<file path="config.mk">
export PLATFORM = sky130hd
export DESIGN_NAME = tfc_crc_unit
export DESIGN_NICKNAME = d
export VERILOG_FILES = /design/src/hdl/tfc_pkg.sv /design/src/hdl/tfc_crc_unit.sv
export SDC_FILE = /design/constraint.sdc
export NUM_CORES = 1
export LEC_CHECK = 0
export ABC_AREA = 1
export BUFFER_PORTS_ARGS = -buffer_cell sky130_fd_sc_hd__buf_4
export CAP_MARGIN = 0
export CORE_MARGIN = 1.5
export CORE_UTILIZATION = 47
export DETAILED_ROUTE_END_ITERATION = 16
export PLACE_DENSITY = 0.71
export SYNTH_ARGS = -nofsm -noshare
export SYNTH_HDL_FRONTEND = slang
export SYNTH_SLANG_ARGS = --single-unit
</file>
<file path="constraint.sdc">
create_clock -name aclk -period 1 [get_ports aclk]
set_input_delay 0 -clock aclk [delete_from_list [all_inputs] [get_ports aclk]]
set_output_delay 0 -clock aclk [all_outputs]
set_load 0.05 [all_outputs]
</file>
<file path="src/hdl/tfc_pkg.sv">
// ----------------------------------------------------------------------------
// tfc_pkg
// shared constants and types of the thruster frame checker
// ----------------------------------------------------------------------------
package tfc_pkg;

    // number of pulse-width channels in a frame
    localparam int CHANNELS = 8;
    localparam int CH_IDX_W = (CHANNELS > 1) ? $clog2(CHANNELS) : 1;

    // frame layout
    localparam logic [7:0] HDR_BYTES   = 8'd6;
    localparam logic [7:0] FRAME_BYTES = 8'(6 + 2 * CHANNELS + 2);
    localparam logic [7:0] DATA_END    = FRAME_BYTES - 8'd2;
    localparam logic [7:0] POS_VERSION = 8'd4;
    localparam logic [7:0] POS_SEQ     = 8'd5;
    localparam logic [7:0] POS_MAGIC   = 8'd4;
    localparam logic [7:0] POS_CRC_GO  = 8'd2;
    localparam logic [7:0] POS_MAX     = 8'd255;

    // crc-16/ccitt-false
    localparam logic [15:0] CRC_INIT = 16'hFFFF;
    localparam logic [15:0] CRC_POLY = 16'h1021;

    // result status codes
    localparam logic [2:0] STATUS_OK          = 3'd0;
    localparam logic [2:0] STATUS_BAD_LENGTH  = 3'd1;
    localparam logic [2:0] STATUS_BAD_MAGIC   = 3'd2;
    localparam logic [2:0] STATUS_BAD_CRC     = 3'd3;
    localparam logic [2:0] STATUS_BAD_VERSION = 3'd4;

    // register indexes
    localparam logic [2:0] REG_MAGIC_0  = 3'd0;
    localparam logic [2:0] REG_MAGIC_1  = 3'd1;
    localparam logic [2:0] REG_MAGIC_2  = 3'd2;
    localparam logic [2:0] REG_MAGIC_3  = 3'd3;
    localparam logic [2:0] REG_VERSION  = 3'd4;

    // control of the bit-serial crc unit
    typedef struct packed {
        logic       start;
        logic       clear;
        logic [7:0] data;
    } crc_ctl_t;

    typedef struct packed {
        logic        busy;
        logic [15:0] crc;
    } crc_sts_t;

    // byte write into the channel store
    typedef struct packed {
        logic                en_lo;
        logic                en_hi;
        logic [CH_IDX_W-1:0] addr;
        logic [7:0]          data;
    } store_wr_t;

endpackage

</file>
<file path="src/hdl/tfc_crc_unit.sv">
// ----------------------------------------------------------------------------
// tfc_crc_unit
// bit-serial crc-16 engine, one message bit per cycle
// ----------------------------------------------------------------------------
module tfc_crc_unit (
    input  logic              aclk,
    input  logic              aresetn,
    input  tfc_pkg::crc_ctl_t ctl,
    output tfc_pkg::crc_sts_t sts
);

    logic [15:0] crc_reg, crc_next;
    logic [7:0]  shift_reg, shift_next;
    logic [2:0]  bit_reg, bit_next;
    logic        busy_reg, busy_next;
    logic        feedback;

    always_comb begin
        crc_next   = crc_reg;
        shift_next = shift_reg;
        bit_next   = bit_reg;
        busy_next  = busy_reg;
        feedback   = crc_reg[15] ^ shift_reg[7];
        if (ctl.clear) begin
            crc_next  = tfc_pkg::CRC_INIT;
            busy_next = 1'b0;
        end else if (ctl.start) begin
            shift_next = ctl.data;
            bit_next   = 3'd0;
            busy_next  = 1'b1;
        end else if (busy_reg) begin
            crc_next   = {crc_reg[14:0], 1'b0} ^ (feedback ? tfc_pkg::CRC_POLY : 16'h0000);
            shift_next = {shift_reg[6:0], 1'b0};
            bit_next   = bit_reg + 3'd1;
            if (bit_reg == 3'd7) begin
                busy_next = 1'b0;
            end
        end
    end

    always_ff @(posedge aclk) begin
        if (!aresetn) begin
            crc_reg   <= tfc_pkg::CRC_INIT;
            shift_reg <= 8'h00;
            bit_reg   <= 3'd0;
            busy_reg  <= 1'b0;
        end else begin
            crc_reg   <= crc_next;
            shift_reg <= shift_next;
            bit_reg   <= bit_next;
            busy_reg  <= busy_next;
        end
    end

    assign sts.busy = busy_reg;
    assign sts.crc  = crc_reg;

endmodule

</file>
## After elaboration in Yosys (flattened, before gate mapping)

Cells that the tools add are included.
W data, S select, Z words.

| storage, ports and cells | value |
|---|---|
| memories kept | 0 |
| bits in latches | 0 |
| ROM bits | 0 |
| output and inout port bits | 17 |
| bits in writable memories | 0 |
| flip-flop bits (word level) | 28 |

| operators by class | value |
|---|---|
| reductions and logical operators | 4 |
| equality and inequality tests | 1 |
| add/sub/neg operators | 1 |
| $lt $le $gt $ge | 0 |
| mux-type cells | 8 |
| divide/modulo/power cells | 0 |
| bitwise gates (word level) | 5 |
| shift operators | 0 |
| multiply operators | 0 |

Operators with widths:

| operator | number |
|---|---|
| $mux W8 | 2 |
| $xor A16 B13 Y16 | 1 |
| $mux W13 | 1 |
| $mux W3 | 2 |
| $reduce_and A2 Y1 | 2 |
| $add A3 B1 Y3 const B | 1 |
| $eq A3 B3 Y1 const B | 1 |
| $mux W1 | 3 |
| $not A1 Y1 | 3 |
| $reduce_bool A2 Y1 | 1 |
| $reduce_or A2 Y1 | 1 |
| $xor A1 B1 Y1 | 1 |

## Logic depth before layout (Yosys ltp)

| depth | value |
|---|---|
| depth in word-level cells | 4 |
| mapped depth | 7 |
| depth with buffers taken out | 6 |

## Worst setup path after synthesis

Ideal clock, no wire load.

| timing | value |
|---|---|
| kind | register -> register |
| from | register crc_reg[15] |
| to | register crc_reg[12] |
| arrival time | 1.095 ns |
| required time | 0.885 ns |
| setup slack | -0.210 ns |
| path buffers | 0 |
| stages on the path, launching flop included | 6 |
| library setup time | 0.115 ns |
| cells stage by stage | dfxtp_1 -> inv_1 -> nand2_1 -> nand3_1 -> nand3_1 -> nand2_1 |

| between the ends | value |
|---|---|
| cells in the longest elaborated chain, start to end | 3 |

RTL lines:

| item | line | source |
|---|---|---|
| from (decl) | tfc_crc_unit.sv:12 | `logic [15:0] crc_reg, crc_next;` |
| from (signal assigned) | tfc_crc_unit.sv:43 | `crc_reg <= tfc_pkg::CRC_INIT;` |
| from (signal assigned) | tfc_crc_unit.sv:48 | `crc_reg <= crc_next;` |
| $xor A1 B1 Y1 | tfc_crc_unit.sv:23 | `feedback = crc_reg[15] ^ shift_reg[7];` |
| $mux W13 | tfc_crc_unit.sv:32 | `crc_next = {crc_reg[14:0], 1'b0} ^ (feedback ? tfc_pkg::CRC_POLY : 16'h0000);` |
| $xor A16 B13 Y16 | tfc_crc_unit.sv:32 |  |

No other way between the ends.
A chain may end at the register's enable or synchronous reset.

## Worst setup path in the final report

| timing | value |
|---|---|
| from | register bit_reg[1] |
| to | register bit_reg[2] |

| between the ends | value |
|---|---|
| cells in the longest elaborated chain, start to end | 3 |

RTL lines:

| item | line | source |
|---|---|---|
| from (decl) | tfc_crc_unit.sv:14 | `logic [2:0] bit_reg, bit_next;` |
| from (signal assigned) | tfc_crc_unit.sv:50 | `bit_reg <= bit_next;` |
| $add A3 B1 Y3 | tfc_crc_unit.sv:34 | `bit_next = bit_reg + 3'd1;` |
| $mux W3 | tfc_crc_unit.sv:31 | `end else if (busy_reg) begin` |
| $mux W3 | tfc_crc_unit.sv:27 | `end else if (ctl.start) begin` |

No other way between the ends. The select of a mux whose other input is x is not followed.

==> Implementation_results.wiki <==
{| class="wikitable"
! Metric !! Value
|-
| IO Pins || 29
|-
| Yosys warning count || 0
|-
| Buf+Inv Stages, Crit Path || 0
|-
| Wire length on met2 || 1.37 mm
|-
| Chip Width || between 50 and 60 um
|-
| Hold path cells || 5
|-
| Unique masters post-synth || 21
|-
| Worst IR drop on VDD || 0.775 mV
|-
| Topmost layer with routed signal wires || met4
|-
| Maximum clock insertion buffer count || 2
|-
| Number of global-route vias before repair || just over 1000
|-
| Worst hold path class || primary input to flip-flop
|-
| Cell count after synthesis || 169
|-
| TritonCTS clock tree || built
|-
| Core area || 2500 um2
|-
| Slew @ Worst Pin || around 0.22 ns
|-
| Routed WL || about 2.7 mm
|-
| Cell type of the slowest stage on the worst timing path || sky130_fd_sc_hd__dfxtp_2
|-
| Most used cell, CP || sky130_fd_sc_hd__ha_4
|-
| RSZ-0062 raised after global routing || yes
|-
| Fin nets || ~220
|-
| Maximum fanout count along the critical path || 2
|-
| Final cycle utilization of the critical path || 1.02
|-
| Worst endpoint data arrival time || around 1.3 ns
|-
| Mean number of vias per cell || 4.98
|-
| Pwr dens || 1240 nW/um2
|-
| Number of antenna cells inserted || 0
|-
| DRT Pass-1 Iters || 4
|-
| Total number of vias || approximately 1200
|-
| Worst Hold Launch || ctl[3]
|-
| Post-route ant nets || 0
|-
| Post-Syn Area || 1260 um2
|-
| Die height || approximately 55 um
|-
| Starting density of the core || 0.503
|-
| Number of pins with negative max-slew slack in the final report || 0
|-
| Routed metal-1 wire length || between 1 and 1.5 mm
|-
| Largest delay share family, worst path || adder cells
|-
| Register clock-pin slew on the reported worst setup and hold paths || 0.14 ns
|-
| Wire length of the first global-routing pass || between 4 and 5 mm
|-
| Number of DRC markers in iteration 0 || 20
|-
| Setup Crit Path Kind || flip-flop to flip-flop
|-
| Count of port buffers added during placement || 28
|-
| Final setup slack of the worst path || -0.0224 ns
|-
| Number of remaining DRC errors || 0
|-
| Number of buffers created by CTS || 3
|-
| Crit path cell chain || ha_4 -> ha_4 -> nand3_2 -> a21oi_2
|-
| Floorplan die area || ~3000 um2
|-
| Reg-to-Reg Start || bit_reg[1]
|-
| Nets in the synthesized netlist || between 150 and 200
|-
| Final HPWL DP || 1.76 mm
|-
| Final hold violation count || 0
|-
| Setup violations, final || 1
|-
| Wire length on met3 || ~100 um
|-
| Largest net degree at the start of global routing || 18
|-
| Violations in the final reports || setup timing
|-
| Critical Path Sink Type || flip-flop
|-
| Max-Slew Margin vs Limit || 0.852
|-
| Number of cell instances on the worst register-to-register path || 4
|-
| Type of origin of the critical path || flip-flop
|-
| Clock root buffer master || sky130_fd_sc_hd__clkbuf_4
|-
| Final Wtd Congestion || between 0.7 and 0.8
|-
| H-Tree Depth || 1
|-
| Wire length per cell after detailed routing || ~12 um
|-
| Number of sinks driven by the clock tree || 28
|-
| Destination of the worst hold path || shift_reg[3]
|-
| Count of filler cells inserted in the layout || ~230
|-
| Highest Clock Rate || 978 MHz
|-
| Post-layout min period || approximately 1.0 ns
|-
| Max reg flops || 16
|-
| GRT Residual Overflow || 0
|-
| Insertion delay of the later-clocked pin in the worst-skew pair || ~0.31 ns
|-
| Placement Rows || 18
|-
| Run status || finished with violations
|-
| Max-cap violations || 0
|-
| Setup slack after placement || -0.0634 ns
|-
| Global routing usage summed across all routing layers || 0.194
|-
| Util after Layout || 0.659
|-
| Max Clock Skew || around 0.0023 ns
|-
| Number of antenna violations at the first check in global routing || 0
|-
| Avg Inst Size Synth || 7.43 um2
|-
| Signed area change from the synthesized netlist to the final layout || 31.1%
|-
| Layout cell share with drive strength beyond 1 || 0.294
|-
| Sequential share of the synthesized area || 0.446
|-
| Static power due to leakage || roughly 0.78 nW
|-
| Setup slack of the worst register-to-register path || -0.02 ns
|-
| CP max stage delay || 0.36 ns
|-
| Required @ worst endpoint || 1.27 ns
|-
| R2r endpoint || bit_reg[2]
|-
| Number of storage elements in the synthesis netlist || 28
|}
-- metal layers --
metal	global-route usage	vias to the layer above
met2	0.369	26
met1	0.228	532
met5	0	-
met4	0.0375	0
li1	-	605
met3	0.0246	2
-- placed cells by master (no fill, tap or decap) --
cell / instances
sky130_fd_sc_hd__nand2_1: 58
sky130_fd_sc_hd__buf_4: 30
sky130_fd_sc_hd__dfxtp_1: 22
sky130_fd_sc_hd__nand3_1: 20
sky130_fd_sc_hd__nor2_1: 14
sky130_fd_sc_hd__inv_1: 9
sky130_fd_sc_hd__o21ai_0: 6
sky130_fd_sc_hd__dlygate4sd3_1: 6
sky130_fd_sc_hd__a21oi_1: 5
sky130_fd_sc_hd__dfxtp_2: 4
sky130_fd_sc_hd__nand2_4: 3
sky130_fd_sc_hd__nand2_2: 3
sky130_fd_sc_hd__clkbuf_4: 3
sky130_fd_sc_hd__inv_2: 2
sky130_fd_sc_hd__nand3b_1: 2
sky130_fd_sc_hd__nand3_2: 2
sky130_fd_sc_hd__ha_4: 2
sky130_fd_sc_hd__dfxtp_4: 2
sky130_fd_sc_hd__inv_8: 1
sky130_fd_sc_hd__o21bai_1: 1
sky130_fd_sc_hd__nor2_4: 1
sky130_fd_sc_hd__inv_4: 1
sky130_fd_sc_hd__o211ai_1: 1
sky130_fd_sc_hd__nand2_8: 1
sky130_fd_sc_hd__a21oi_2: 1
sky130_fd_sc_hd__nor2_2: 1
sky130_fd_sc_hd__clkbuf_8: 1
sky130_fd_sc_hd__buf_12: 1
sky130_fd_sc_hd__buf_6: 1
-- cells in the mapped netlist, drive strengths merged --
cell type	number	area, um2
nand2	64	274
dfxtp	28	561
nand3	22	110
nor2	16	67.6
inv	13	56.3
buf	8	72.6
a21oi	6	30.0
o21ai	6	30.0
ha	2	25.0
nand3b	2	15.0
o211ai	1	7.51
o21bai	1	7.51
-- cells by family after synthesis --
logic type,count (synthesis),synth area share
fa+ha+maj,2,0.0199
simple gates,104,0.372
flops,28,0.446
buf+inv,21,0.103
compound gates,14,0.0598
-- per-stage QoR --
step	setup TNS (ns)	instance area (um2)	hold slack, ns	total power [mW]	cells
floorplan	0	1260	0.142	1.42	169
global placement	0	1470	0.238	1.49	222
detailed placement	-0.0634	1470	0.240	1.50	222
CTS	-0.0402	1620	0.0000273	2.06	233
global route	-0.150	1650	0.00623	2.15	234
finish	-0.0224	1650	0.00497	2.05	234
-- how the worst max path moves through the flow --
stage	slack (ns)	depth (start not counted)	end	startpoint
final	-0.02	4	bit_reg[2]	bit_reg[1]
after global routing	-0.06	4	bit_reg[2]	bit_reg[0]
after CTS	-0.04	4	bit_reg[2]	bit_reg[1]
after detailed placement	-0.06	4	bit_reg[2]	bit_reg[0]
after global placement	0.02	4	bit_reg[2]	bit_reg[0]
after floorplan	0.01	4	bit_reg[2]	bit_reg[0]
-- power by group --
group	leakage (nW)	internal (mW)	switching [mW]	total, mW
sequential	0.229	1.15	0.0198	1.17
clock	0.0210	0.222	0.316	0.538
combinational	0.532	0.130	0.209	0.339
total	0.782	1.50	0.544	2.05
-- cell type report --
| type | instances | area [um2] | share of cell area |
|---|---|---|---|
| multi-input cells | 121 | 624 | 0.379 |
| flip-flops and latches | 28 | 573 | 0.348 |
| repair buffers | 38 | 317 | 0.192 |
| inverters | 13 | 58.8 | 0.0357 |
| well taps | 30 | 37.5 | 0.0228 |
| clock buffers | 4 | 36.3 | 0.0220 |
-- timing repair --
action,4_1_cts,5_1_grt
buffers inserted,1,0
resized for setup,9,6
pin swaps,3,2
endpoints found under the setup margin,2,16
hold endpoints to repair,10,0
hold buffers,6,0
gates cloned,0,1
-- worst register-to-register path, stage by stage (launching register included) --
cell and delay (ns):
sky130_fd_sc_hd__dfxtp_2 0.36, sky130_fd_sc_hd__ha_4 0.16, sky130_fd_sc_hd__ha_4 0.26, sky130_fd_sc_hd__nand3_2 0.07, sky130_fd_sc_hd__a21oi_2 0.12
No activity file was read; power rests on OpenSTA's default activity.
